===== src/hw/rtl/epvd_pkg.sv =====
// shared types, constants and microcode layout for the encoder pid velocity drive
`timescale 1ns / 1ps
`default_nettype none
package epvd_pkg;

  // pwm scaling
  localparam int PWM_FULL_SCALE     = 1023;
  localparam int COMMAND_FULL_SCALE = 1000;

  // field widths
  localparam int GAIN_W   = 16;
  localparam int DESIRE_W = 16;
  localparam int COUNT_W  = 16;
  localparam int SPEED_W  = 15;
  localparam int ERR_W    = 17;
  localparam int DIFF_W   = 18;
  localparam int SUM_W    = 24;
  localparam int CMD_W    = 16;
  localparam int DUTY_W   = 10;
  localparam int MULB_W   = SUM_W + 1;
  localparam int PROD_W   = GAIN_W + MULB_W;
  localparam int ACC_W    = PROD_W + 1;
  localparam int QT_W     = ACC_W - 8;

  localparam logic [DUTY_W-1:0] DUTY_MAX = {DUTY_W{1'b1}};

  // duty = pwm_full_scale * mag / command_full_scale through a reciprocal multiply
  localparam int MAG_W      = $clog2(COMMAND_FULL_SCALE + 1);
  localparam int PWM_W      = $clog2(PWM_FULL_SCALE + 1);
  localparam int DPROD_W    = MAG_W + PWM_W;
  localparam int DIV_SHIFT  = DPROD_W + MAG_W;
  localparam int DIV_MULT_W = DIV_SHIFT - MAG_W + 2;
  localparam int DFULL_W    = DPROD_W + DIV_MULT_W;
  localparam int DUTY_Q_W   = (PWM_W > DUTY_W) ? PWM_W : DUTY_W;
  localparam longint DIV_MULT_L =
    ((longint'(1) << DIV_SHIFT) + COMMAND_FULL_SCALE - 1) / COMMAND_FULL_SCALE;
  localparam logic [DIV_MULT_W-1:0] DIV_MULT = DIV_MULT_W'(DIV_MULT_L);

  // configuration register indexes
  localparam int CFG_IDX_W = 2;
  localparam logic [CFG_IDX_W-1:0] REG_GAIN_P = 2'd0;
  localparam logic [CFG_IDX_W-1:0] REG_GAIN_I = 2'd1;
  localparam logic [CFG_IDX_W-1:0] REG_GAIN_D = 2'd2;

  // microcode store
  localparam int PC_W = 4;
  localparam logic [PC_W-1:0] UA_DISPATCH  = 4'd0;
  localparam logic [PC_W-1:0] UA_LATCH     = 4'd1;
  localparam logic [PC_W-1:0] UA_MUL_P     = 4'd2;
  localparam logic [PC_W-1:0] UA_MUL_I     = 4'd3;
  localparam logic [PC_W-1:0] UA_MUL_D     = 4'd4;
  localparam logic [PC_W-1:0] UA_ACC_LAST  = 4'd5;
  localparam logic [PC_W-1:0] UA_CMD       = 4'd6;
  localparam logic [PC_W-1:0] UA_DUTY_MUL  = 4'd7;
  localparam logic [PC_W-1:0] UA_DUTY_DIV  = 4'd8;
  localparam logic [PC_W-1:0] UA_TICK_DONE = 4'd9;
  localparam logic [PC_W-1:0] UA_EVENT     = 4'd10;
  localparam logic [PC_W-1:0] UA_EVT_DONE  = 4'd11;

  typedef enum logic [1:0] {
    MUL_NONE,
    MUL_P,
    MUL_I,
    MUL_D
  } mul_sel_t;

  typedef enum logic {
    SEQ_IDLE,
    SEQ_RUN
  } seq_state_t;

  typedef struct packed {
    logic            branch_event;
    logic [PC_W-1:0] target;
    logic            latch;
    logic            acc_clr;
    logic            diff_ld;
    mul_sel_t        mul_sel;
    logic            acc_add;
    logic            cmd_ld;
    logic            duty_prod_ld;
    logic            duty_ld;
    logic            enc_ld;
    logic            done;
  } ctrl_t;

  typedef struct packed {
    logic signed [GAIN_W-1:0] kp;
    logic signed [GAIN_W-1:0] ki;
    logic signed [GAIN_W-1:0] kd;
  } gains_t;

  typedef struct packed {
    logic                       mode;
    logic                       level_a;
    logic                       level_b;
    logic signed [DESIRE_W-1:0] desired_speed;
  } item_t;

endpackage
`default_nettype wire


===== src/hw/rtl/encoder_pid_velocity_drive_unit.sv =====
// top level: stream ports, gain registers, input capture and output register
// an encoder event runs the dispatch, event and event-done steps of the microprogram,
// a control tick runs the steps from dispatch through tick-done
// throughput: one item at a time, a new item can be taken the cycle after the result
// enters the output register, which holds it while the next item is worked on
// reset: synchronous; count, speed, previous error, error sum and command clear,
// gains clear, encoder direction reads forward, no result is pending
`timescale 1ns / 1ps
`default_nettype none
module encoder_pid_velocity_drive_unit (
  input  wire logic        clk,
  input  wire logic        rst,
  input  wire logic        cfg_we,
  input  wire logic [epvd_pkg::CFG_IDX_W-1:0] cfg_index,
  input  wire logic [15:0] cfg_data,
  input  wire logic        s_tvalid,
  output wire logic        s_tready,
  input  wire logic [23:0] s_tdata,   // level_a, level_b, desired_speed[15:0], zero pad
  input  wire logic        s_tuser,   // mode
  output wire logic        m_tvalid,
  input  wire logic        m_tready,
  // drive_forward, duty[9:0], measured_speed[14:0], encoder_forward, command[15:0], pad
  output wire logic [47:0] m_tdata
);
  import epvd_pkg::*;

  gains_t  gains;
  item_t   item;
  ctrl_t   ctrl;
  logic    ready;
  logic    stall;
  logic    in_acc;
  logic    out_valid;
  logic [47:0] out_data;

  logic              drive_forward;
  logic [DUTY_W-1:0] duty;
  logic [SPEED_W-1:0] measured_speed;
  logic              encoder_forward;
  logic [CMD_W-1:0]  command;

  assign in_acc = s_tvalid && ready;
  assign stall  = out_valid && !m_tready;

  always_ff @(posedge clk) begin
    if (rst) begin
      gains <= '0;
    end else if (cfg_we) begin
      case (cfg_index)
        REG_GAIN_P: gains.kp <= cfg_data;
        REG_GAIN_I: gains.ki <= cfg_data;
        REG_GAIN_D: gains.kd <= cfg_data;
        default: ;
      endcase
    end
  end

  always_ff @(posedge clk) begin
    if (in_acc) begin
      item.mode          <= s_tuser;
      item.level_a       <= s_tdata[0];
      item.level_b       <= s_tdata[1];
      item.desired_speed <= s_tdata[17:2];
    end
  end

  epvd_sequencer u_seq (
    .clk      (clk),
    .rst      (rst),
    .start    (in_acc),
    .is_event (!item.mode),
    .stall    (stall),
    .ready    (ready),
    .ctrl     (ctrl)
  );

  epvd_datapath u_dp (
    .clk             (clk),
    .rst             (rst),
    .ctrl            (ctrl),
    .gains           (gains),
    .item            (item),
    .drive_forward   (drive_forward),
    .duty            (duty),
    .measured_speed  (measured_speed),
    .encoder_forward (encoder_forward),
    .command         (command)
  );

  always_ff @(posedge clk) begin
    if (rst) begin
      out_valid <= 1'b0;
    end else if (ctrl.done) begin
      out_valid <= 1'b1;
    end else if (m_tready) begin
      out_valid <= 1'b0;
    end
  end

  always_ff @(posedge clk) begin
    if (ctrl.done) begin
      out_data <= {5'd0, command, encoder_forward, measured_speed, duty, drive_forward};
    end
  end

  assign s_tready = ready;
  assign m_tvalid = out_valid;
  assign m_tdata  = out_data;

endmodule
`default_nettype wire


===== src/hw/rtl/epvd_ucode_rom.sv =====
// control store: one control word per microprogram step
`timescale 1ns / 1ps
`default_nettype none
module epvd_ucode_rom (
  input  wire  logic [epvd_pkg::PC_W-1:0] addr,
  output epvd_pkg::ctrl_t                 word
);
  import epvd_pkg::*;

  always_comb begin
    word = '0;
    case (addr)
      UA_DISPATCH: begin
        word.branch_event = 1'b1;
        word.target       = UA_EVENT;
      end
      UA_LATCH: begin
        word.latch   = 1'b1;
        word.acc_clr = 1'b1;
      end
      UA_MUL_P: begin
        word.diff_ld = 1'b1;
        word.mul_sel = MUL_P;
      end
      UA_MUL_I: begin
        word.mul_sel = MUL_I;
        word.acc_add = 1'b1;
      end
      UA_MUL_D: begin
        word.mul_sel = MUL_D;
        word.acc_add = 1'b1;
      end
      UA_ACC_LAST:  word.acc_add      = 1'b1;
      UA_CMD:       word.cmd_ld       = 1'b1;
      UA_DUTY_MUL:  word.duty_prod_ld = 1'b1;
      UA_DUTY_DIV:  word.duty_ld      = 1'b1;
      UA_TICK_DONE: word.done         = 1'b1;
      UA_EVENT:     word.enc_ld       = 1'b1;
      UA_EVT_DONE:  word.done         = 1'b1;
      default:      word.done         = 1'b1;
    endcase
  end

endmodule
`default_nettype wire


===== src/hw/rtl/epvd_sequencer.sv =====
// step counter with conditional branch, issues gated control words
`timescale 1ns / 1ps
`default_nettype none
module epvd_sequencer (
  input  wire  logic clk,
  input  wire  logic rst,
  input  wire  logic start,
  input  wire  logic is_event,
  input  wire  logic stall,
  output wire  logic ready,
  output epvd_pkg::ctrl_t ctrl
);
  import epvd_pkg::*;

  seq_state_t      state;
  seq_state_t      state_next;
  logic [PC_W-1:0] pc;
  logic [PC_W-1:0] pc_next;
  ctrl_t           word;
  logic            active;

  epvd_ucode_rom u_rom (
    .addr (pc),
    .word (word)
  );

  // next state
  always_comb begin
    state_next = state;
    case (state)
      SEQ_IDLE: if (start) state_next = SEQ_RUN;
      SEQ_RUN:  if (word.done && !stall) state_next = SEQ_IDLE;
      default:  state_next = SEQ_IDLE;
    endcase
  end

  // outputs and step counter
  always_comb begin
    active  = 1'b0;
    pc_next = pc;
    case (state)
      SEQ_IDLE: pc_next = UA_DISPATCH;
      SEQ_RUN: begin
        // a finished item holds on its last step until the output register frees
        active = !(word.done && stall);
        if (word.branch_event && is_event) begin
          pc_next = word.target;
        end else if (!word.done) begin
          pc_next = pc + 1'b1;
        end
      end
      default: pc_next = UA_DISPATCH;
    endcase
  end

  always_ff @(posedge clk) begin
    if (rst) begin
      state <= SEQ_IDLE;
      pc    <= UA_DISPATCH;
    end else begin
      state <= state_next;
      pc    <= pc_next;
    end
  end

  assign ready = (state == SEQ_IDLE);
  assign ctrl  = active ? word : '0;

endmodule
`default_nettype wire


===== src/hw/rtl/epvd_datapath.sv =====
// encoder count, pid arithmetic with one shared multiplier, and duty scaling
`timescale 1ns / 1ps
`default_nettype none
module epvd_datapath (
  input  wire  logic            clk,
  input  wire  logic            rst,
  input  epvd_pkg::ctrl_t       ctrl,
  input  epvd_pkg::gains_t      gains,
  input  epvd_pkg::item_t       item,
  output wire  logic            drive_forward,
  output wire  logic [epvd_pkg::DUTY_W-1:0]  duty,
  output wire  logic [epvd_pkg::SPEED_W-1:0] measured_speed,
  output wire  logic            encoder_forward,
  output wire  logic [epvd_pkg::CMD_W-1:0]   command
);
  import epvd_pkg::*;

  logic [COUNT_W-1:0]      edge_count;
  logic [SPEED_W-1:0]      speed_latch;
  logic [ERR_W-1:0]        prev_err;
  logic [ERR_W-1:0]        err;
  logic [DIFF_W-1:0]       diff;
  logic [SUM_W-1:0]        err_sum;
  logic [CMD_W-1:0]        cmd;
  logic                    enc_dir;
  logic signed [PROD_W-1:0] prod;
  logic [ACC_W-1:0]        acc;
  logic [DPROD_W-1:0]      duty_prod;
  logic [DUTY_W-1:0]       duty_reg;

  logic                    fwd;
  logic [COUNT_W:0]        cnt_abs;
  logic [SPEED_W-1:0]      speed_next;
  logic [ERR_W-1:0]        err_next;
  logic [DIFF_W-1:0]       diff_next;
  logic signed [GAIN_W-1:0] mul_a;
  logic signed [MULB_W-1:0] mul_b;
  logic signed [PROD_W-1:0] prod_next;
  logic [QT_W-1:0]         q_trunc;
  logic [CMD_W-1:0]        cmd_next;
  logic [SUM_W:0]          sum_wide;
  logic [SUM_W-1:0]        sum_next;
  logic [CMD_W:0]          cmd_abs;
  logic [MAG_W-1:0]        mag;
  logic [DFULL_W-1:0]      duty_full;
  logic [DUTY_Q_W-1:0]     duty_q;
  logic [DUTY_W-1:0]       duty_next;

  always_comb begin
    fwd = (item.level_a == item.level_b);

    // magnitude of the count, 32768 saturates
    cnt_abs    = edge_count[COUNT_W-1] ? ((COUNT_W+1)'(0) - {1'b1, edge_count})
                                       : {1'b0, edge_count};
    speed_next = cnt_abs[SPEED_W] ? {SPEED_W{1'b1}} : cnt_abs[SPEED_W-1:0];
    err_next   = {item.desired_speed[DESIRE_W-1], item.desired_speed}
               - {{(ERR_W-SPEED_W){1'b0}}, speed_next};
    diff_next  = {err[ERR_W-1], err} - {prev_err[ERR_W-1], prev_err};

    case (ctrl.mul_sel)
      MUL_P: begin
        mul_a = gains.kp;
        mul_b = {{(MULB_W-ERR_W){err[ERR_W-1]}}, err};
      end
      MUL_I: begin
        mul_a = gains.ki;
        mul_b = {err_sum[SUM_W-1], err_sum};
      end
      MUL_D: begin
        mul_a = gains.kd;
        mul_b = {{(MULB_W-DIFF_W){diff[DIFF_W-1]}}, diff};
      end
      default: begin
        mul_a = '0;
        mul_b = '0;
      end
    endcase
    prod_next = mul_a * mul_b;

    // divide by 256 rounding toward zero, then saturate to the command width
    q_trunc = acc[ACC_W-1:8]
            + {{(QT_W-1){1'b0}}, (acc[ACC_W-1] && (acc[7:0] != 8'd0))};
    if (q_trunc[QT_W-1:CMD_W-1] == {(QT_W-CMD_W+1){q_trunc[QT_W-1]}}) begin
      cmd_next = q_trunc[CMD_W-1:0];
    end else begin
      cmd_next = {q_trunc[QT_W-1], {(CMD_W-1){~q_trunc[QT_W-1]}}};
    end

    sum_wide = {err_sum[SUM_W-1], err_sum} + {{(SUM_W+1-ERR_W){err[ERR_W-1]}}, err};
    if (sum_wide[SUM_W] == sum_wide[SUM_W-1]) begin
      sum_next = sum_wide[SUM_W-1:0];
    end else begin
      sum_next = {sum_wide[SUM_W], {(SUM_W-1){~sum_wide[SUM_W]}}};
    end

    cmd_abs = cmd[CMD_W-1] ? ((CMD_W+1)'(0) - {1'b1, cmd}) : {1'b0, cmd};
    mag     = (cmd_abs > (CMD_W+1)'(COMMAND_FULL_SCALE)) ? MAG_W'(COMMAND_FULL_SCALE)
                                                         : cmd_abs[MAG_W-1:0];

    // exact quotient by the reciprocal for every product below 2^DPROD_W
    duty_full = DFULL_W'(duty_prod) * DFULL_W'(DIV_MULT);
    duty_q    = DUTY_Q_W'(duty_full >> DIV_SHIFT);
    duty_next = (duty_q > DUTY_Q_W'(DUTY_MAX)) ? DUTY_MAX : duty_q[DUTY_W-1:0];
  end

  always_ff @(posedge clk) begin
    if (rst) begin
      edge_count  <= '0;
      speed_latch <= '0;
      prev_err    <= '0;
      err_sum     <= '0;
      cmd         <= '0;
      enc_dir     <= 1'b1;
      duty_reg    <= '0;
    end else begin
      if (ctrl.enc_ld) begin
        enc_dir    <= fwd;
        edge_count <= edge_count + (fwd ? COUNT_W'(1) : {COUNT_W{1'b1}});
      end
      if (ctrl.latch) begin
        speed_latch <= speed_next;
        edge_count  <= '0;
      end
      if (ctrl.cmd_ld) begin
        cmd      <= cmd_next;
        prev_err <= err;
        err_sum  <= sum_next;
      end
      if (ctrl.duty_ld) duty_reg <= duty_next;
    end
  end

  // working registers of one tick
  always_ff @(posedge clk) begin
    if (ctrl.latch) err <= err_next;
    if (ctrl.diff_ld) diff <= diff_next;
    if (ctrl.mul_sel != MUL_NONE) prod <= prod_next;
    if (ctrl.acc_clr) begin
      acc <= '0;
    end else if (ctrl.acc_add) begin
      acc <= acc + {prod[PROD_W-1], prod};
    end
    if (ctrl.duty_prod_ld) duty_prod <= DPROD_W'(mag) * DPROD_W'(PWM_FULL_SCALE);
  end

  assign drive_forward   = ~cmd[CMD_W-1];
  assign duty            = duty_reg;
  assign measured_speed  = speed_latch;
  assign encoder_forward = enc_dir;
  assign command         = cmd;

endmodule
`default_nettype wire


===== config.mk =====
export PLATFORM = sky130hd
export DESIGN_NAME = encoder_pid_velocity_drive_unit
export DESIGN_NICKNAME = d
export VERILOG_FILES = /design/src/hw/rtl/epvd_pkg.sv /design/src/hw/rtl/encoder_pid_velocity_drive_unit.sv /design/src/hw/rtl/epvd_ucode_rom.sv /design/src/hw/rtl/epvd_sequencer.sv /design/src/hw/rtl/epvd_datapath.sv
export SDC_FILE = /design/constraint.sdc
export NUM_CORES = 2
export LEC_CHECK = 0
export BUFFER_PORTS_ARGS = -buffer_cell sky130_fd_sc_hd__buf_2
export CORE_UTILIZATION = 56
export DETAILED_ROUTE_END_ITERATION = 6
export PLACE_DENSITY = 0.84
export SLEW_MARGIN = 20
export SYNTH_ARGS = -nofsm -noshare
export SYNTH_HDL_FRONTEND = slang
export SYNTH_SLANG_ARGS = --single-unit

===== constraint.sdc =====
create_clock -name clk -period 10.9 [get_ports clk]
set_input_delay 2.18 -clock clk [delete_from_list [all_inputs] [get_ports clk]]
set_output_delay 2.18 -clock clk [all_outputs]
set_load 0.02 [all_outputs]

# Word-level counts from Yosys, hierarchy flattened
# Cells that the tools add are included.
[op_classes] addsub=9 multipliers=3 n_lt_le_gt_ge=2 n_eq_ne=18 mux=30 bitwise=4 n_reduce_logical=21
[op_table] cell="25-bit case mux with 3 select lines" n=1
[op_table] cell="16-bit 2-to-1 mux" n=3
[op_table] cell="16-bit case mux with 3 select lines" n=1
[op_table] cell="42-bit adder" n=1
[op_table] cell="16-bit by 25-bit multiplier with 41-bit output" n=1
[op_table] cell="20-bit by 20-bit multiplier with 39-bit output, second input constant" n=1
[op_table] cell="34-bit by 1-bit adder with 34-bit output" n=1
[op_table] cell="24-bit by 17-bit adder with 25-bit output" n=1
[op_table] cell="24-bit 2-to-1 mux" n=1
[op_table] cell="10-bit by 10-bit multiplier with 20-bit output, second input constant" n=1
[op_table] cell="10-bit 2-to-1 mux" n=2
[op_table] cell="18-bit == test" n=1
[op_table] cell="17-bit by 17-bit subtractor with 18-bit output" n=1
[op_table] cell="17-bit by 10-bit greater-than comparator with 1-bit output, second input constant" n=1
[op_table] cell="17-bit 2-to-1 mux" n=1
[op_table] cell="1-bit by 17-bit subtractor with 17-bit output, first input constant" n=1
[op_table] cell="16-bit by 16-bit subtractor with 17-bit output" n=1
[op_table] cell="16-bit adder" n=1
[op_table] cell="4-bit by 3-bit == test with 1-bit output, second input constant" n=4
[op_table] cell="1-bit by 16-bit subtractor with 16-bit output, first input constant" n=1
[op_table] cell="15-bit 2-to-1 mux" n=1
[op_table] cell="1-bit 2-to-1 mux" n=12
[op_table] cell="11-bit 2-to-1 mux" n=1
[op_table] cell="10-bit greater-than comparator, second input constant" n=1
[op_table] cell="other kinds (25)" n=46
[word_totals] register_bits=353 input_bits=48 out_inout_bits=50 wordCells=110

# Longest topological paths before layout
[logic_depth] depth_word=10 depth_mapped=36 mapped_depth_nobuf=33

# By module
# From an unflattened synthesis, not the netlist that was laid out.
[unflattened] cells_unflattened=4520 hier_area_um2=41613.7
[by_module_without_submodules] mod="epvd_datapath" instances=1 cells_each=4199 area_each_um2=37173.2 seq_area_each_um2=5705.5
[by_module_without_submodules] mod="encoder_pid_velocity_drive_unit" instances=1 cells_each=249 area_each_um2=3893.7 seq_area_each_um2=2842.7
[by_module_without_submodules] mod="epvd_sequencer" instances=1 cells_each=45 area_each_um2=365.4 seq_area_each_um2=100.1
[by_module_without_submodules] mod="epvd_ucode_rom" instances=1 cells_each=27 area_each_um2=181.4 seq_area_each_um2=0.0

# Worst setup path after synthesis
# Ideal clock, no wire load.
[synth_path] path_kind="input port to flip-flop" startpoint="input m_tready" endpoint="register u_dp.prod[39], data pin" setup_time_ns=0.262 arrival_ns=9.988 required_time_ns=10.638 slack_ns=0.650 stages=28 path_buffers=3 cell_sequence="nand2b_1 o211ai_1 nor3_1 clkbuf_1 buf_1 a22oi_1 nand2_1 clkbuf_1 nand2_1 fa_1 inv_1 fa_1 fa_1 fa_1 fa_1 inv_1 fa_1 inv_1 ha_1 a21o_1 a21o_1 a2111oi_0 o21ai_0 o21ai_0 o221ai_1 a21boi_0 mux2i_1 or2_2"
[synth_between] elab_chain_cells=9 word_cells_on_any_way=12 classes_between="1 x mul; 3 x eq/ne; 4 x mux; 4 x reduce/logical"
[synth_lines] element="from (decl)" line="encoder_pid_velocity_drive_unit.sv:21" text="input wire logic m_tready,"
[synth_lines] element="1-bit logical NOT (*)" line="encoder_pid_velocity_drive_unit.sv:43" text="assign stall = out_valid && !m_tready;"
[synth_lines] element="1-bit logical AND (*)" line="encoder_pid_velocity_drive_unit.sv:43"
[synth_lines] element="1-bit logical AND (*)" line="epvd_sequencer.sv:45" text="active = !(word.done && stall);"
[synth_lines] element="1-bit logical NOT (*)" line="epvd_sequencer.sv:45"
[synth_lines] element="1-bit 2-to-1 mux (*)" line="epvd_sequencer.sv:41" text="case (state)"
[synth_lines] element="11-bit 2-to-1 mux (*)" line="epvd_sequencer.sv:67" text="assign ctrl = active ? word : '0;"
[synth_lines] element="2-bit == test / 2-bit by 1-bit == test with 1-bit output (equally long branches)" line="epvd_datapath.sv:60" text="case (ctrl.mul_sel)"
[synth_lines] element="16-bit case mux with 3 select lines / 25-bit case mux with 3 select lines (equally long branches)" line="epvd_datapath.sv:60"
[synth_lines] element="16-bit by 25-bit multiplier with 41-bit output (*)" line="epvd_datapath.sv:78" text="prod_next = mul_a * mul_b;"
[synth_lines] element="via u_dp.prod_next[39]" line="epvd_datapath.sv:38" text="logic signed [PROD_W-1:0] prod_next;"
[synth_lines] element="to (signal assigned)" line="epvd_datapath.sv:137" text="if (ctrl.mul_sel != MUL_NONE) prod <= prod_next;"
[synth_lines] element="to (decl)" line="epvd_datapath.sv:26" text="logic signed [PROD_W-1:0] prod;"
# Mark *: on every way through the listed nets, which the timed path passes. The rest lies on a longest branch.
# A chain may end at the register's enable or synchronous reset.

# Worst setup path after layout
[layout_path] startpoint="input m_tready" endpoint="register u_dp.prod[40], data pin"
# Same word-level chain as after synthesis.

==> results by group <==
Status
  – Status: finished, final reports clean

Clock network
  – H-tree levels: 2
  – Hold Buf Count CTS: 0
  – Setup Buffers After CTS: 0
  – CTS tree: done
  – CTS buffer count: 41
  – Worst skew pair latency: 0.59 ns
  – Clock sinks: approximately 350
  – Post-CTS sizing: 0
  – CTS clk-pin slew, worst paths: 0.06 ns
  – Largest buffer count on any clock path: 3
  – Clock Tree Root: clkbuf_16

Power and ir drop
  – Pwr/cell area: 69.4 mW/mm^2
  – Worst VDD drop: 0.134 mV
  – Lkg Pwr: 21.1 nW

STA
  – F_max: 0.0988 GHz
  – Final Worst Setup Slack: 0.775 ns
  – Setup Skew: around 0.029 ns
  – Final setup TNS: 0 ns
  – Hold slack: 0.431 ns
  – Max-slew headroom: 24.9%
  – Max Transition Viols Final: 0
  – Final period util: between 90% and 100%
  – Hold Vio Cnt, Final: 0
  – Post-layout min period: 10.12 ns
  – # setup viols final: 0
  – RSZ-0062 raised after global routing: false
  – Worst slew pin tran: 1.12 ns

Yosys
  – Synth Warn #: 0
  – Synth cell types: 87
  – Share of synthesized registers carrying an async set or reset: 0%
  – Synthesized area: 0.0413 mm^2
  – Avg Synthesized Cell Area: 8.91 um^2
  – Post-synthesis sequential area ratio: a little over a fifth
  – EDFF count, synth: 158
  – Seq cells post-synth: ~350
  – Cells after Synth: between 4000 and 5000
  – Top_reg_cell synth: dfxtp_1

Setup path
  – Crit path top cell by count: fa_1
  – Required time worst endpoint: 11.32 ns
  – Setup slack, reg-to-reg: ~1.5 ns
  – Worst path slowest cell: fa_1
  – Setup CP Type: input pin to flop
  – Crit path max fanout: 37
  – Critical path launch point type: input pin
  – CP Data Arrival Time: around 11 ns
  – Setup crit end kind: flop
  – Max incr delay on CP: 0.58 ns

GRT
  – First-pass GRT wire length: ~170000 um
  – GRT Total Usage: between 20% and 30%
  – Vias in the first global route: 34000
  – Grt ovf: 0
  – Largest net degree at the start of global routing: 81
  – Initial antenna violation count: 1

Die
  – Core Rows: approximately 100
  – Core outline area: 0.0730 mm^2
  – Die height: 274 um
  – Initial core utilization: 56.7%
  – Die ar.: roughly 0.075 mm^2
  – Die X: between 200 and 300 um
  – # IOs: 98

Placed design
  – Placed insts: between 5000 and 6000
  – DP Wirelength: 82700 um
  – Final Wtd Congestion: 0.974
  – Pre-CTS setup slack: 0.282 ns
  – Port bufs: 86

Drt
  – DR iter-0 viols: 2741
  – WL/cell: roughly 18 um
  – Post-Route WL: 102000 um
  – Vias: 32800
  – DRC: 0
  – ANT nets after route: 0
  – Via/cell ratio: 5.78
  – DRT Pass-1 Iters: 6

Finish
  – Fill cells: 5923
  – Fin cells: 5685
  – Fin util: 60.9%
  – Most frequent cells in the layout: 780 x inv_1, 554 x nand2_1, 515 x fa_1
  – Layout cells sized above 1: 6.10%
  – Final #Nets: 5696
  – Most flops, register: gains
  – Layout area overhead: 7.43%
  – Max reg flops: 48
  – Most common cell after layout, fill and taps aside: inv_1

Run
  – Max_cap viols: 0

Min path
  – Type of the tightest min-delay check: flop to flop
-- cell families after synthesis --
family          Yosys count  share of synthesized area, %
simple gates           1385                          15.1
mux                      14                         0.339
compound gates          799                          12.6
xor+xnor                188                          3.98
flops                   353                          20.9
fa+ha+maj               960                          38.4
other cells               1                       0.00907
buf+inv                 938                          8.64
-- per-layer routing --
| metal | wire length [um] | GRT usage [%] | vias up | share of wire [%] |
|---|---|---|---|---|
| met2 | 47900 | 47.1 | 1270 | 47 |
| met4 | 4470 | 11.9 | 2 | 4.4 |
| li1 | - | - | 15400 | - |
| met1 | 41800 | 35.7 | 15900 | 41 |
| met3 | 7850 | 4.99 | 306 | 7.7 |
| met5 | 11 | 0 | - | 0.011 |
-- final cells by class --
type                            instances  area [um^2]  area share, %
Antenna cell                            1         2.50        0.00563
Clock buffer                           52         1140           2.58
Clock inverter                         22          243          0.547
Inverter                              782         2940           6.61
Multi-Input combinational cell       3351        29200           65.7
Sequential cell                       353         8650           19.5
Tap cell                              959         1200           2.70
Timing Repair Buffer                  165         1060           2.39
-- Yosys cell counts, drive strengths merged (48+ instances only) --
library cell	number	area, um^2
xor2	56	490
a21oi	277	1390
o21ai	112	561
nand2b	52	325
clkbuf	122	460
dfxtp	195	3900
a21o	65	488
ha	439	5490
nand3	59	300
edfxtp	158	4740
fa	515	10300
and2	48	300
nor3	60	305
nand2	554	2080
a211oi	59	448
nor2	409	1540
inv	781	2930
xnor2	132	1160
-- worst max-delay path: cells and delay by family --
kind,cells,cell delay [ns]
adder cells (fa/ha/maj),7,3.58
AO/OA/AOI/OAI,11,2.89
buffers and inverters,8,0.92
AND/OR/NAND/NOR,4,0.91
-- power by group --
group	switching [mW]	internal, mW	total (mW)	leakage, nW
sequential	0.0265	1.41	1.44	3.13
combinational	0.141	0.0780	0.219	17.3
clock	0.581	0.844	1.43	0.684
-- worst paths after layout --
check | cells past startpoint | endpoint | startpoint
max | 30 | u_dp.prod[40] | m_tready
min | 0 | m_tdata[1] | u_dp.duty[0]
max reg2reg | 32 | u_dp.prod[40] | u_seq.pc[0]
min reg2reg | 0 | m_tdata[1] | u_dp.duty[0]
-- metrics by stage --
stage,area [um^2],total power [mW]
6_report,44400,3.08
5_1_grt,44400,3.17
4_1_cts,44400,3.10
3_5_place_dp,43000,1.68
3_3_place_gp,43000,1.67
2_1_floorplan,41400,1.61
Note: power is estimated with default switching activity, not from simulation.
